**config.mk**
```make
export PLATFORM = sky130hd
export DESIGN_NAME = levenshtein_edit_distance
export DESIGN_NICKNAME = d
export VERILOG_FILES = /design/src/design/led_pkg.sv /design/src/design/led_ram.sv /design/src/design/led_div.sv /design/src/design/levenshtein_edit_distance.sv
export VERILOG_INCLUDE_DIRS = /design/src /design/src/design
export SDC_FILE = /design/constraint.sdc
export NUM_CORES = 2
export LEC_CHECK = 0
export ABC_AREA = 1
export BUFFER_PORTS_ARGS = -buffer_cell sky130_fd_sc_hd__clkbuf_2
export CAP_MARGIN = 20
export CELL_PAD_IN_SITES_DETAIL_PLACEMENT = 1
export CELL_PAD_IN_SITES_GLOBAL_PLACEMENT = 1
export CORE_UTILIZATION = 43
export DETAILED_ROUTE_END_ITERATION = 7
export HOLD_SLACK_MARGIN = 0.02
export PLACE_DENSITY_LB_ADDON = 0.1
export SYNTH_ARGS = -nofsm -noshare
export SYNTH_HDL_FRONTEND = slang
export SYNTH_SLANG_ARGS = --single-unit
```
**constraint.sdc**
```tcl
create_clock -name aclk -period 5.5 [get_ports aclk]
set_input_delay 0.275 -clock aclk [delete_from_list [all_inputs] [get_ports aclk]]
set_output_delay 0.275 -clock aclk [all_outputs]
set_load 0.01 [all_outputs]
```
**src/design/levenshtein_edit_distance_macros.svh**
```systemverilog
// Assertion macros for the edit distance RTL.
`ifndef LEVENSHTEIN_EDIT_DISTANCE_MACROS_SVH
`define LEVENSHTEIN_EDIT_DISTANCE_MACROS_SVH

// Same-cycle implication, disabled in reset.
`define LED_ASSERT_IMP(lbl, clk, rstn, ante, cons, msg) \
    lbl: assert property (@(posedge clk) disable iff (!(rstn)) (ante) |-> (cons)) \
        else $error(msg);

// Next-cycle implication, disabled in reset.
`define LED_ASSERT_NXT(lbl, clk, rstn, ante, cons, msg) \
    lbl: assert property (@(posedge clk) disable iff (!(rstn)) (ante) |=> (cons)) \
        else $error(msg);

`endif

```
**src/design/led_pkg.sv**
```systemverilog
// Package with constants, types and helpers of the edit distance engine.
package led_pkg;

    localparam int MAX_LEN     = 64;
    localparam int FRAC_BITS   = 16;
    localparam int CHAR_W      = 16;
    localparam int CMD_W       = 2;
    localparam int LEN_W       = $clog2(MAX_LEN + 1);
    localparam int ADDR_W      = $clog2(MAX_LEN);
    localparam int NORM_W      = FRAC_BITS + 1;
    localparam int CNT_W       = $clog2(NORM_W);
    localparam int IN_TDATA_W  = ((CHAR_W + 7) / 8) * 8;
    localparam int OUT_BITS    = 2 * LEN_W + NORM_W;
    localparam int OUT_TDATA_W = ((OUT_BITS + 7) / 8) * 8;
    localparam int DIST_LSB    = 0;
    localparam int LONG_LSB    = LEN_W;
    localparam int NORM_LSB    = 2 * LEN_W;

    localparam logic [CHAR_W-1:0] UPPER_A     = CHAR_W'(16'h0041);
    localparam logic [CHAR_W-1:0] UPPER_Z     = CHAR_W'(16'h005A);
    localparam logic [CHAR_W-1:0] CASE_OFFSET = CHAR_W'(16'h0020);

    typedef enum logic [CMD_W-1:0] {
        CMD_APPEND_FIRST  = 2'd0,
        CMD_APPEND_SECOND = 2'd1,
        CMD_COMPUTE       = 2'd2
    } led_cmd_t;

    typedef enum logic [2:0] {
        ST_IDLE,
        ST_ROW,
        ST_CELL,
        ST_DIV_GO,
        ST_DIV_WAIT,
        ST_OUT
    } led_state_t;

    typedef struct packed {
        logic busy;
        logic done;
    } led_div_stat_t;

    function automatic logic [CHAR_W-1:0] fold_char(input logic [CHAR_W-1:0] c,
                                                    input logic en);
        if (en && (c >= UPPER_A) && (c <= UPPER_Z)) begin
            return c + CASE_OFFSET;
        end
        return c;
    endfunction

endpackage

```
**src/design/led_ram.sv**
```systemverilog
// Generic single-write, single-read RAM with registered read data.
module led_ram #(
    parameter int WIDTH = 16,
    parameter int DEPTH = 64,
    localparam int ADDR_W = $clog2(DEPTH)
) (
    input  logic              aclk,
    input  logic              wr_en,
    input  logic [ADDR_W-1:0] wr_addr,
    input  logic [WIDTH-1:0]  wr_data,
    input  logic              rd_en,
    input  logic [ADDR_W-1:0] rd_addr,
    output logic [WIDTH-1:0]  rd_data
);

    logic [WIDTH-1:0] mem [DEPTH];
    logic [WIDTH-1:0] rd_data_reg;

    always_ff @(posedge aclk) begin
        if (wr_en) begin
            mem[wr_addr] <= wr_data;
        end
        if (rd_en) begin
            rd_data_reg <= mem[rd_addr];
        end
    end

    assign rd_data = rd_data_reg;

endmodule

```
**src/design/led_div.sv**
```systemverilog
// Bit-serial restoring divider for the normalized distance quotient.
module led_div (
    input  logic                        aclk,
    input  logic                        aresetn,
    input  logic                        start,
    input  logic [led_pkg::LEN_W-1:0]   dividend,
    input  logic [led_pkg::LEN_W-1:0]   divisor,
    output led_pkg::led_div_stat_t      stat,
    output logic [led_pkg::NORM_W-1:0]  quotient
);

    logic                         busy_reg, busy_next;
    logic                         done_reg, done_next;
    logic [led_pkg::CNT_W-1:0]    cnt_reg, cnt_next;
    logic                         first_reg, first_next;
    logic [led_pkg::LEN_W-1:0]    rem_reg, rem_next;
    logic [led_pkg::LEN_W-1:0]    dvs_reg, dvs_next;
    logic [led_pkg::NORM_W-1:0]   quot_reg, quot_next;
    logic [led_pkg::LEN_W:0]      trial;
    logic [led_pkg::LEN_W:0]      diff;
    logic                         ge;

    always_comb begin
        trial = first_reg ? {1'b0, rem_reg} : {rem_reg, 1'b0};
        ge    = trial >= {1'b0, dvs_reg};
        diff  = trial - {1'b0, dvs_reg};

        busy_next  = busy_reg;
        done_next  = 1'b0;
        cnt_next   = cnt_reg;
        first_next = first_reg;
        rem_next   = rem_reg;
        dvs_next   = dvs_reg;
        quot_next  = quot_reg;

        if (start) begin
            busy_next  = 1'b1;
            cnt_next   = led_pkg::CNT_W'(led_pkg::NORM_W - 1);
            first_next = 1'b1;
            rem_next   = dividend;
            dvs_next   = divisor;
        end else if (busy_reg) begin
            first_next = 1'b0;
            rem_next   = ge ? diff[led_pkg::LEN_W-1:0] : trial[led_pkg::LEN_W-1:0];
            quot_next  = {quot_reg[led_pkg::NORM_W-2:0], ge};
            cnt_next   = cnt_reg - led_pkg::CNT_W'(1);
            if (cnt_reg == '0) begin
                busy_next = 1'b0;
                done_next = 1'b1;
            end
        end
    end

    always_ff @(posedge aclk) begin
        if (!aresetn) begin
            busy_reg <= 1'b0;
            done_reg <= 1'b0;
            cnt_reg  <= '0;
        end else begin
            busy_reg <= busy_next;
            done_reg <= done_next;
            cnt_reg  <= cnt_next;
        end
    end

    always_ff @(posedge aclk) begin
        first_reg <= first_next;
        rem_reg   <= rem_next;
        dvs_reg   <= dvs_next;
        quot_reg  <= quot_next;
    end

    assign stat.busy = busy_reg;
    assign stat.done = done_reg;
    assign quotient  = quot_reg;

endmodule

```
**src/design/levenshtein_edit_distance.sv**
```systemverilog
// Top level of the normalized Levenshtein edit distance engine.
//
//  Channel  | Ports                    | Carries
//  ---------+--------------------------+-------------------------------------------
//  s_       | s_tvalid/tready/tdata/.. | append or compute request (command in tuser)
//  m_       | m_tvalid/tready/tdata/.. | distance, longer length, Q1.16 ratio, flag
//  cfg_     | cfg_wr_en/cfg_wr_data    | case_fold register
//
// An append request leaves s_tready high for the next request. A compute request
// walks the table one cell per cycle through the cost-row RAM and the shared
// compare/min unit, with a setup state per row, then takes 17 divider steps.
// s_tready is low from compute until its result is loaded into the output register.
// Reset is synchronous, active low; the string and cost RAMs are not cleared.
module levenshtein_edit_distance (
    input  logic                             aclk,
    input  logic                             aresetn,
    input  logic                             cfg_wr_en,
    input  logic                             cfg_wr_data,
    input  logic                             s_tvalid,
    output logic                             s_tready,
    input  logic [led_pkg::IN_TDATA_W-1:0]   s_tdata,   // [15:0] char_code
    input  logic [led_pkg::CMD_W-1:0]        s_tuser,   // [1:0] command
    output logic                             m_tvalid,
    input  logic                             m_tready,
    output logic [led_pkg::OUT_TDATA_W-1:0]  m_tdata,   // [6:0] edit_distance,
                                                        // [13:7] longer_length,
                                                        // [30:14] normalized_distance
    output logic                             m_tuser    // [0] truncated
);

    `include "levenshtein_edit_distance_macros.svh"

    led_pkg::led_state_t              state_reg, state_next;
    logic                             fold_reg;
    logic [led_pkg::LEN_W-1:0]        len1_reg, len1_next;
    logic [led_pkg::LEN_W-1:0]        len2_reg, len2_next;
    logic                             ovf_reg, ovf_next;
    logic [led_pkg::LEN_W-1:0]        i_reg, i_next;
    logic [led_pkg::LEN_W-1:0]        j_reg, j_next;
    logic [led_pkg::LEN_W-1:0]        diag_reg, diag_next;
    logic [led_pkg::LEN_W-1:0]        left_reg, left_next;
    logic [led_pkg::LEN_W-1:0]        dist_reg, dist_next;
    logic [led_pkg::LEN_W-1:0]        longer_reg, longer_next;
    logic [led_pkg::NORM_W-1:0]       norm_reg, norm_next;
    logic                             m_tvalid_reg, m_tvalid_next;
    logic [led_pkg::OUT_TDATA_W-1:0]  m_tdata_reg, m_tdata_next;
    logic                             m_tuser_reg, m_tuser_next;

    led_pkg::led_cmd_t                cmd;
    logic                             accept;
    logic [led_pkg::LEN_W-1:0]        max_len;
    logic [led_pkg::LEN_W-1:0]        i_minus1;
    logic [led_pkg::LEN_W-1:0]        j_minus1;
    logic [led_pkg::LEN_W-1:0]        above;
    logic [led_pkg::LEN_W-1:0]        cand_up;
    logic [led_pkg::LEN_W-1:0]        cand_left;
    logic [led_pkg::LEN_W-1:0]        cand_diag;
    logic [led_pkg::LEN_W-1:0]        best;
    logic [led_pkg::CHAR_W-1:0]       char_a;
    logic [led_pkg::CHAR_W-1:0]       char_b;

    logic                             s1_wr_en, s2_wr_en, s1_rd_en, s2_rd_en;
    logic [led_pkg::ADDR_W-1:0]       s1_wr_addr, s2_wr_addr, s1_rd_addr, s2_rd_addr;
    logic [led_pkg::CHAR_W-1:0]       s1_rd_data, s2_rd_data;
    logic                             cr_wr_en, cr_rd_en;
    logic [led_pkg::ADDR_W-1:0]       cr_wr_addr, cr_rd_addr;
    logic [led_pkg::LEN_W-1:0]        cr_wr_data, cr_rd_data;

    logic                             div_start;
    led_pkg::led_div_stat_t           div_stat;
    logic [led_pkg::NORM_W-1:0]       div_quot;

    led_ram #(.WIDTH(led_pkg::CHAR_W), .DEPTH(led_pkg::MAX_LEN)) u_first_ram (
        .aclk    (aclk),
        .wr_en   (s1_wr_en),
        .wr_addr (s1_wr_addr),
        .wr_data (s_tdata[led_pkg::CHAR_W-1:0]),
        .rd_en   (s1_rd_en),
        .rd_addr (s1_rd_addr),
        .rd_data (s1_rd_data)
    );

    led_ram #(.WIDTH(led_pkg::CHAR_W), .DEPTH(led_pkg::MAX_LEN)) u_second_ram (
        .aclk    (aclk),
        .wr_en   (s2_wr_en),
        .wr_addr (s2_wr_addr),
        .wr_data (s_tdata[led_pkg::CHAR_W-1:0]),
        .rd_en   (s2_rd_en),
        .rd_addr (s2_rd_addr),
        .rd_data (s2_rd_data)
    );

    // Entry k holds cost_row[k+1]; column zero is tracked in registers.
    led_ram #(.WIDTH(led_pkg::LEN_W), .DEPTH(led_pkg::MAX_LEN)) u_cost_ram (
        .aclk    (aclk),
        .wr_en   (cr_wr_en),
        .wr_addr (cr_wr_addr),
        .wr_data (cr_wr_data),
        .rd_en   (cr_rd_en),
        .rd_addr (cr_rd_addr),
        .rd_data (cr_rd_data)
    );

    led_div u_div (
        .aclk     (aclk),
        .aresetn  (aresetn),
        .start    (div_start),
        .dividend (dist_reg),
        .divisor  (longer_reg),
        .stat     (div_stat),
        .quotient (div_quot)
    );

    assign cmd      = led_pkg::led_cmd_t'(s_tuser);
    assign s_tready = (state_reg == led_pkg::ST_IDLE);
    assign accept   = s_tvalid && s_tready;
    assign max_len  = led_pkg::LEN_W'(led_pkg::MAX_LEN);
    assign i_minus1 = i_reg - led_pkg::LEN_W'(1);
    assign j_minus1 = j_reg - led_pkg::LEN_W'(1);

    // Shared cell unit: fold, compare, three-way minimum.
    always_comb begin
        char_a    = led_pkg::fold_char(s1_rd_data, fold_reg);
        char_b    = led_pkg::fold_char(s2_rd_data, fold_reg);
        above     = (i_reg == led_pkg::LEN_W'(1)) ? j_reg : cr_rd_data;
        cand_up   = above + led_pkg::LEN_W'(1);
        cand_left = left_reg + led_pkg::LEN_W'(1);
        cand_diag = diag_reg + led_pkg::LEN_W'(char_a != char_b);
        best      = cand_up;
        if (cand_left < best) begin
            best = cand_left;
        end
        if (cand_diag < best) begin
            best = cand_diag;
        end
    end

    always_comb begin
        state_next    = state_reg;
        len1_next     = len1_reg;
        len2_next     = len2_reg;
        ovf_next      = ovf_reg;
        i_next        = i_reg;
        j_next        = j_reg;
        diag_next     = diag_reg;
        left_next     = left_reg;
        dist_next     = dist_reg;
        longer_next   = longer_reg;
        norm_next     = norm_reg;
        m_tvalid_next = m_tvalid_reg;
        m_tdata_next  = m_tdata_reg;
        m_tuser_next  = m_tuser_reg;

        s1_wr_en   = 1'b0;
        s2_wr_en   = 1'b0;
        s1_wr_addr = len1_reg[led_pkg::ADDR_W-1:0];
        s2_wr_addr = len2_reg[led_pkg::ADDR_W-1:0];
        s1_rd_en   = 1'b0;
        s2_rd_en   = 1'b0;
        s1_rd_addr = i_minus1[led_pkg::ADDR_W-1:0];
        s2_rd_addr = j_reg[led_pkg::ADDR_W-1:0];
        cr_rd_en   = 1'b0;
        cr_rd_addr = j_reg[led_pkg::ADDR_W-1:0];
        cr_wr_en   = 1'b0;
        cr_wr_addr = j_minus1[led_pkg::ADDR_W-1:0];
        cr_wr_data = best;
        div_start  = 1'b0;

        if (m_tvalid_reg && m_tready) begin
            m_tvalid_next = 1'b0;
        end

        case (state_reg)
            led_pkg::ST_IDLE: begin
                if (accept) begin
                    case (cmd)
                        led_pkg::CMD_APPEND_FIRST: begin
                            if (len1_reg < max_len) begin
                                s1_wr_en  = 1'b1;
                                len1_next = len1_reg + led_pkg::LEN_W'(1);
                            end else begin
                                ovf_next = 1'b1;
                            end
                        end
                        led_pkg::CMD_APPEND_SECOND: begin
                            if (len2_reg < max_len) begin
                                s2_wr_en  = 1'b1;
                                len2_next = len2_reg + led_pkg::LEN_W'(1);
                            end else begin
                                ovf_next = 1'b1;
                            end
                        end
                        led_pkg::CMD_COMPUTE: begin
                            longer_next = (len1_reg > len2_reg) ? len1_reg : len2_reg;
                            if (len1_reg == '0 || len2_reg == '0) begin
                                dist_next = longer_next;
                                if (longer_next == '0) begin
                                    norm_next  = '0;
                                    state_next = led_pkg::ST_OUT;
                                end else begin
                                    state_next = led_pkg::ST_DIV_GO;
                                end
                            end else begin
                                i_next     = led_pkg::LEN_W'(1);
                                state_next = led_pkg::ST_ROW;
                            end
                        end
                        default: begin
                        end
                    endcase
                end
            end
            led_pkg::ST_ROW: begin
                s1_rd_en   = 1'b1;
                s2_rd_en   = 1'b1;
                s2_rd_addr = '0;
                cr_rd_en   = 1'b1;
                cr_rd_addr = '0;
                j_next     = led_pkg::LEN_W'(1);
                diag_next  = i_minus1;
                left_next  = i_reg;
                state_next = led_pkg::ST_CELL;
            end
            led_pkg::ST_CELL: begin
                cr_wr_en  = 1'b1;
                left_next = best;
                diag_next = above;
                if (j_reg < len2_reg) begin
                    s2_rd_en = 1'b1;
                    cr_rd_en = 1'b1;
                    j_next   = j_reg + led_pkg::LEN_W'(1);
                end else if (i_reg < len1_reg) begin
                    i_next     = i_reg + led_pkg::LEN_W'(1);
                    state_next = led_pkg::ST_ROW;
                end else begin
                    dist_next  = best;
                    state_next = led_pkg::ST_DIV_GO;
                end
            end
            led_pkg::ST_DIV_GO: begin
                div_start  = 1'b1;
                state_next = led_pkg::ST_DIV_WAIT;
            end
            led_pkg::ST_DIV_WAIT: begin
                if (div_stat.done) begin
                    norm_next  = div_quot;
                    state_next = led_pkg::ST_OUT;
                end
            end
            led_pkg::ST_OUT: begin
                if (!m_tvalid_reg || m_tready) begin
                    m_tvalid_next = 1'b1;
                    m_tdata_next  = led_pkg::OUT_TDATA_W'({norm_reg, longer_reg, dist_reg});
                    m_tuser_next  = ovf_reg;
                    len1_next     = '0;
                    len2_next     = '0;
                    ovf_next      = 1'b0;
                    state_next    = led_pkg::ST_IDLE;
                end
            end
            default: begin
                state_next = led_pkg::ST_IDLE;
            end
        endcase
    end

    always_ff @(posedge aclk) begin
        if (!aresetn) begin
            state_reg    <= led_pkg::ST_IDLE;
            fold_reg     <= 1'b0;
            len1_reg     <= '0;
            len2_reg     <= '0;
            ovf_reg      <= 1'b0;
            m_tvalid_reg <= 1'b0;
        end else begin
            state_reg    <= state_next;
            len1_reg     <= len1_next;
            len2_reg     <= len2_next;
            ovf_reg      <= ovf_next;
            m_tvalid_reg <= m_tvalid_next;
            if (cfg_wr_en) begin
                fold_reg <= cfg_wr_data;
            end
        end
    end

    always_ff @(posedge aclk) begin
        i_reg       <= i_next;
        j_reg       <= j_next;
        diag_reg    <= diag_next;
        left_reg    <= left_next;
        dist_reg    <= dist_next;
        longer_reg  <= longer_next;
        norm_reg    <= norm_next;
        m_tdata_reg <= m_tdata_next;
        m_tuser_reg <= m_tuser_next;
    end

    assign m_tvalid = m_tvalid_reg;
    assign m_tdata  = m_tdata_reg;
    assign m_tuser  = m_tuser_reg;

    `LED_ASSERT_IMP(a_len_bound, aclk, aresetn, 1'b1, (len1_reg <= max_len) && (len2_reg <= max_len), "string length beyond capacity")
    `LED_ASSERT_IMP(a_cell_range, aclk, aresetn, state_reg == led_pkg::ST_CELL, (j_reg != '0) && (j_reg <= len2_reg) && (i_reg != '0) && (i_reg <= len1_reg), "table cell index out of range")
    `LED_ASSERT_IMP(a_dist_le_len, aclk, aresetn, m_tvalid_reg, m_tdata_reg[led_pkg::DIST_LSB +: led_pkg::LEN_W] <= m_tdata_reg[led_pkg::LONG_LSB +: led_pkg::LEN_W], "distance exceeds longer length")
    `LED_ASSERT_IMP(a_div_idle, aclk, aresetn, state_reg == led_pkg::ST_IDLE, !div_stat.busy, "divider busy while idle")
    `LED_ASSERT_NXT(a_out_clear, aclk, aresetn, (state_reg == led_pkg::ST_OUT) && (!m_tvalid_reg || m_tready), m_tvalid_reg && (len1_reg == '0) && (len2_reg == '0) && !ovf_reg, "result load did not clear strings")

endmodule

```
==> results.py <==
metrics = {
    "status": {
        "outcome": "finished clean",
    },
    "clock_network": {
        "cts_setup_buffers": 0,
        "cts_buffers": 304,
        "cts_tree": "built",
        "htreeDepth": 5,
        "clkLatencyLatePin_ps": 960,
        "clock_sinks": 2685,
        "clockBufferDepth": 4,
        "clk_pin_slew_ps": 60,
        "cts-root-buf": "clkbuf_16",
    },
    "logic_synthesis": {
        "netlist.area_leader.share_pct": 73.4,
        "postSynthAreaPerCell_um2": 13.4,
        "synth_area_um2": 109000,
        "synth_area_leaders": "edfxtp_1 (73%), nor2_1 (5.8%), o211ai_1 (3.9%), o21ai_0 (3.2%), o22ai_1 (1.7%)",
        "synth_top_family_by_area": "compound AO/OA/AOI/OAI gates",
        "synth.distinct_cells": 55,
        "netlist_instances": 8101,
        "synth.area.mux_share_pct": 0.0276,
        "synthMostInstantiatedCell": "edfxtp_1",
        "async_reset_ff_share_pct": 0,
        "synth-compound-area-share_pct": 12.3,
        "synthFlopType": "edfxtp_1",
        "yosysSeqAreaShare_pct": 73.9,
        "yosys.area_share.simple_pct": 10.2,
        "synth_top_area_cell": "edfxtp_1",
        "ys_ff_latch": 2685,
        "yosys_warnings": 0,
        "synth-adder-area-share_pct": 0.651,
        "syn_nets": 8181,
        "synth-xor-area-share_pct": 0.361,
        "synth-edff-count": 2657,
        "netlist_top_cells_count": "edfxtp_1 (2657), nor2_1 (1685), o21ai_0 (692), o211ai_1 (572), clkbuf_1 (363)",
    },
    "sta": {
        "finalHoldViolations": 0,
        "rsz0062_at_grt": "false",
        "slew_headroom_pct": 24.3,
        "finalSetupTns_ps": 0,
        "fmax_mhz": 187,
        "final.setup.worst_slack_ps": 162,
        "timing.hold.ws_ps": 45.5,
        "finalSetupViolCount": 0,
        "fin_crit_ps": 5340,
        "slew_viol_final": 0,
        "period_share_pct": 97.1,
        "max_slew.worst_pin.slew_ps": 1130,
        "fin_skew_ps": 82.2,
    },
    "setup_path": {
        "worst_setup_path_start_kind": "register",
        "cp_common_cell": "buf_4",
        "reg2reg_slack_ps": 160,
        "cp_slowest_cell": "o221ai_1",
        "worst_ep_arrival_time_ps": 5990,
        "path_buf_inv": 5,
        "reg2reg_depth": 12,
        "cp_cell_sequence": "buf_4 -> inv_8 -> ha_4 -> inv_8 -> buf_4 -> buf_4 -> o21ai_0 -> o22ai_1 -> o21ai_0 -> o221ai_1 -> o211ai_1 -> o21ai_1",
        "cp_top_family": "buffers and inverters",
        "cpPeakStageDelay_ps": 650,
        "required_ps": 6160,
        "r2r-end": "u_first_ram.rd_data[8]",
        "crit_fanout": 111,
        "critPathKind": "reg2reg",
        "r2r_start": "i_reg[0]",
        "cp-end-kind": "register",
    },
    "floorplanning": {
        "initial_core_util_pct": 43.2,
        "die_w_um": 505,
        "core_area_um2": 251000,
        "die_area_um2": 255000,
        "fp-row-count": 184,
        "ioPinCount": 59,
        "fp.dieH_um": 505,
    },
    "min_path": {
        "min_path_type": "in2reg",
        "worstHoldEndpoint": "u_first_ram.mem[58][9]",
        "worstHoldStart": "s_tdata[9]",
        "holdPathStages": 1,
    },
    "routing": {
        "dr.pass1.iters": 5,
        "vias_per_cell": 5.91,
        "wirelength_um": 332000,
        "vias": 69669,
        "antenna_left": 0,
        "wire_per_inst_um": 28.2,
        "drc": 0,
        "first_iter_violations": 5852,
    },
    "global_route": {
        "grtUsageTotal_pct": 25.6,
        "grt_first_pass_wirelength_um": 485000,
        "grt_max_degree": 182,
        "grt_pass1_vias": 70703,
        "overflow": 0,
        "antenna_found_initial": 4,
    },
    "placement": {
        "dp.cells": 11224,
        "dpl.hpwl_um": 196000,
        "place.gp.congestion": 0.840,
        "io_buffers": 57,
        "pre_cts_slack_ps": 326,
    },
    "final_layout": {
        "multi_input_area_um2": 25700,
        "layout-drive-gt1-share_pct": 12.1,
        "top_regs": "u_first_ram.mem x1024, u_second_ram.mem x1024, u_cost_ram.mem x448",
        "area_growth_pct": 13.5,
        "final_cells": 11779,
        "fin_nets": 8290,
        "seqCellArea_um2": 80300,
        "nFillCells": 24949,
    },
    "power": {
        "leakagePower_nw": 39.1,
        "vdd_drop_max_uv": 1800,
        "power.total_w": 0.0702,
        "powerDensity_nw_per_um2": 569,
    },
    "run": {
        "maxCapViolCount": 0,
    },
}
## worst register-to-register path, delay by kind of cell (launching register included)
family          cells  cell delay [ps]
flops               1              350
buf+inv             5             2260
fa+ha+maj           1              570
compound gates      6             1860
## cell type report
cell class | instances | area share, %
clock inverters | 150 | 1.04
flip-flops and latches | 2685 | 65.1
diodes | 6 | 0.0122
well taps | 3348 | 3.39
multi-input cells | 4706 | 20.8
clock buffers | 371 | 6.46
inverters | 157 | 0.511
repair buffers | 356 | 2.64
## logic make-up after synthesis
group	count (synthesis)
multiplexers	3
XOR/XNOR	44
AND/OR/NAND/NOR	2557
AO/OA/AOI/OAI	2045
buffers and inverters	710
other	1
adder cells (fa/ha/maj)	56
flip-flops	2685
## cells in the final DEF, fill, tap and decap left out, types with 138 or more instances in the layout
cell type  netlist  routed
edfxtp_1      2657    2657
nor2_1        1685    1653
o21ai_0        692     691
o211ai_1       572     572
clkbuf_16        0     309
o22ai_1        301     301
buf_4            2     235
nand2_1        215     212
or2_2          212     212
nand3_1        189     189
o31ai_1        184     184
or2_0          150     150
inv_1          142     138
## layer usage
metal	routed length, um	global-route usage (%)	vias up
li1	-	-	30813
met1	148000	36.0	36555
met2	159000	42.0	1829
met3	16200	3.26	472
met4	8170	6.82	0
met5	0	0	-
## report_power, final
| group | total (W) | internal [W] | leakage (nW) | switching (W) |
|---|---|---|---|---|
| combinational | 0.0239 | 0.00622 | 10.5 | 0.0176 |
| sequential | 0.0270 | 0.0267 | 24.1 | 0.000338 |
| clock | 0.0193 | 0.0112 | 4.50 | 0.00808 |
| total | 0.0702 | 0.0441 | 39.1 | 0.0261 |
## per-stage QoR
| step | utilization (%) | instance area, um^2 |
|---|---|---|
| final | 49.1 | 123000 |
| after global routing | 49.1 | 123000 |
| after CTS | 49.1 | 123000 |
| after detailed placement | 45.3 | 114000 |
| after global placement | 45.2 | 114000 |
| after floorplan | - | 109000 |
## worst max-delay path by stage
stage	start	to	slack (ps)	cells after the start
finish	i_reg[0]	u_first_ram.rd_data[8]	160	12
global route	i_reg[1]	u_cost_ram.mem[31][1]	50	27
CTS	i_reg[0]	u_first_ram.rd_data[9]	280	12
detailed placement	i_reg[0]	u_first_ram.rd_data[13]	330	12
global placement	i_reg[0]	u_first_ram.rd_data[8]	370	12
floorplan	i_reg[1]	u_cost_ram.mem[0][0]	70	27
## what timing repair did
action	4_1_cts	5_1_grt
gates resized for setup	0	1
endpoints found under the hold margin	883	0
hold buffers	25	0
setup endpoints to repair	0	384
(Power assumes the default switching activity.)
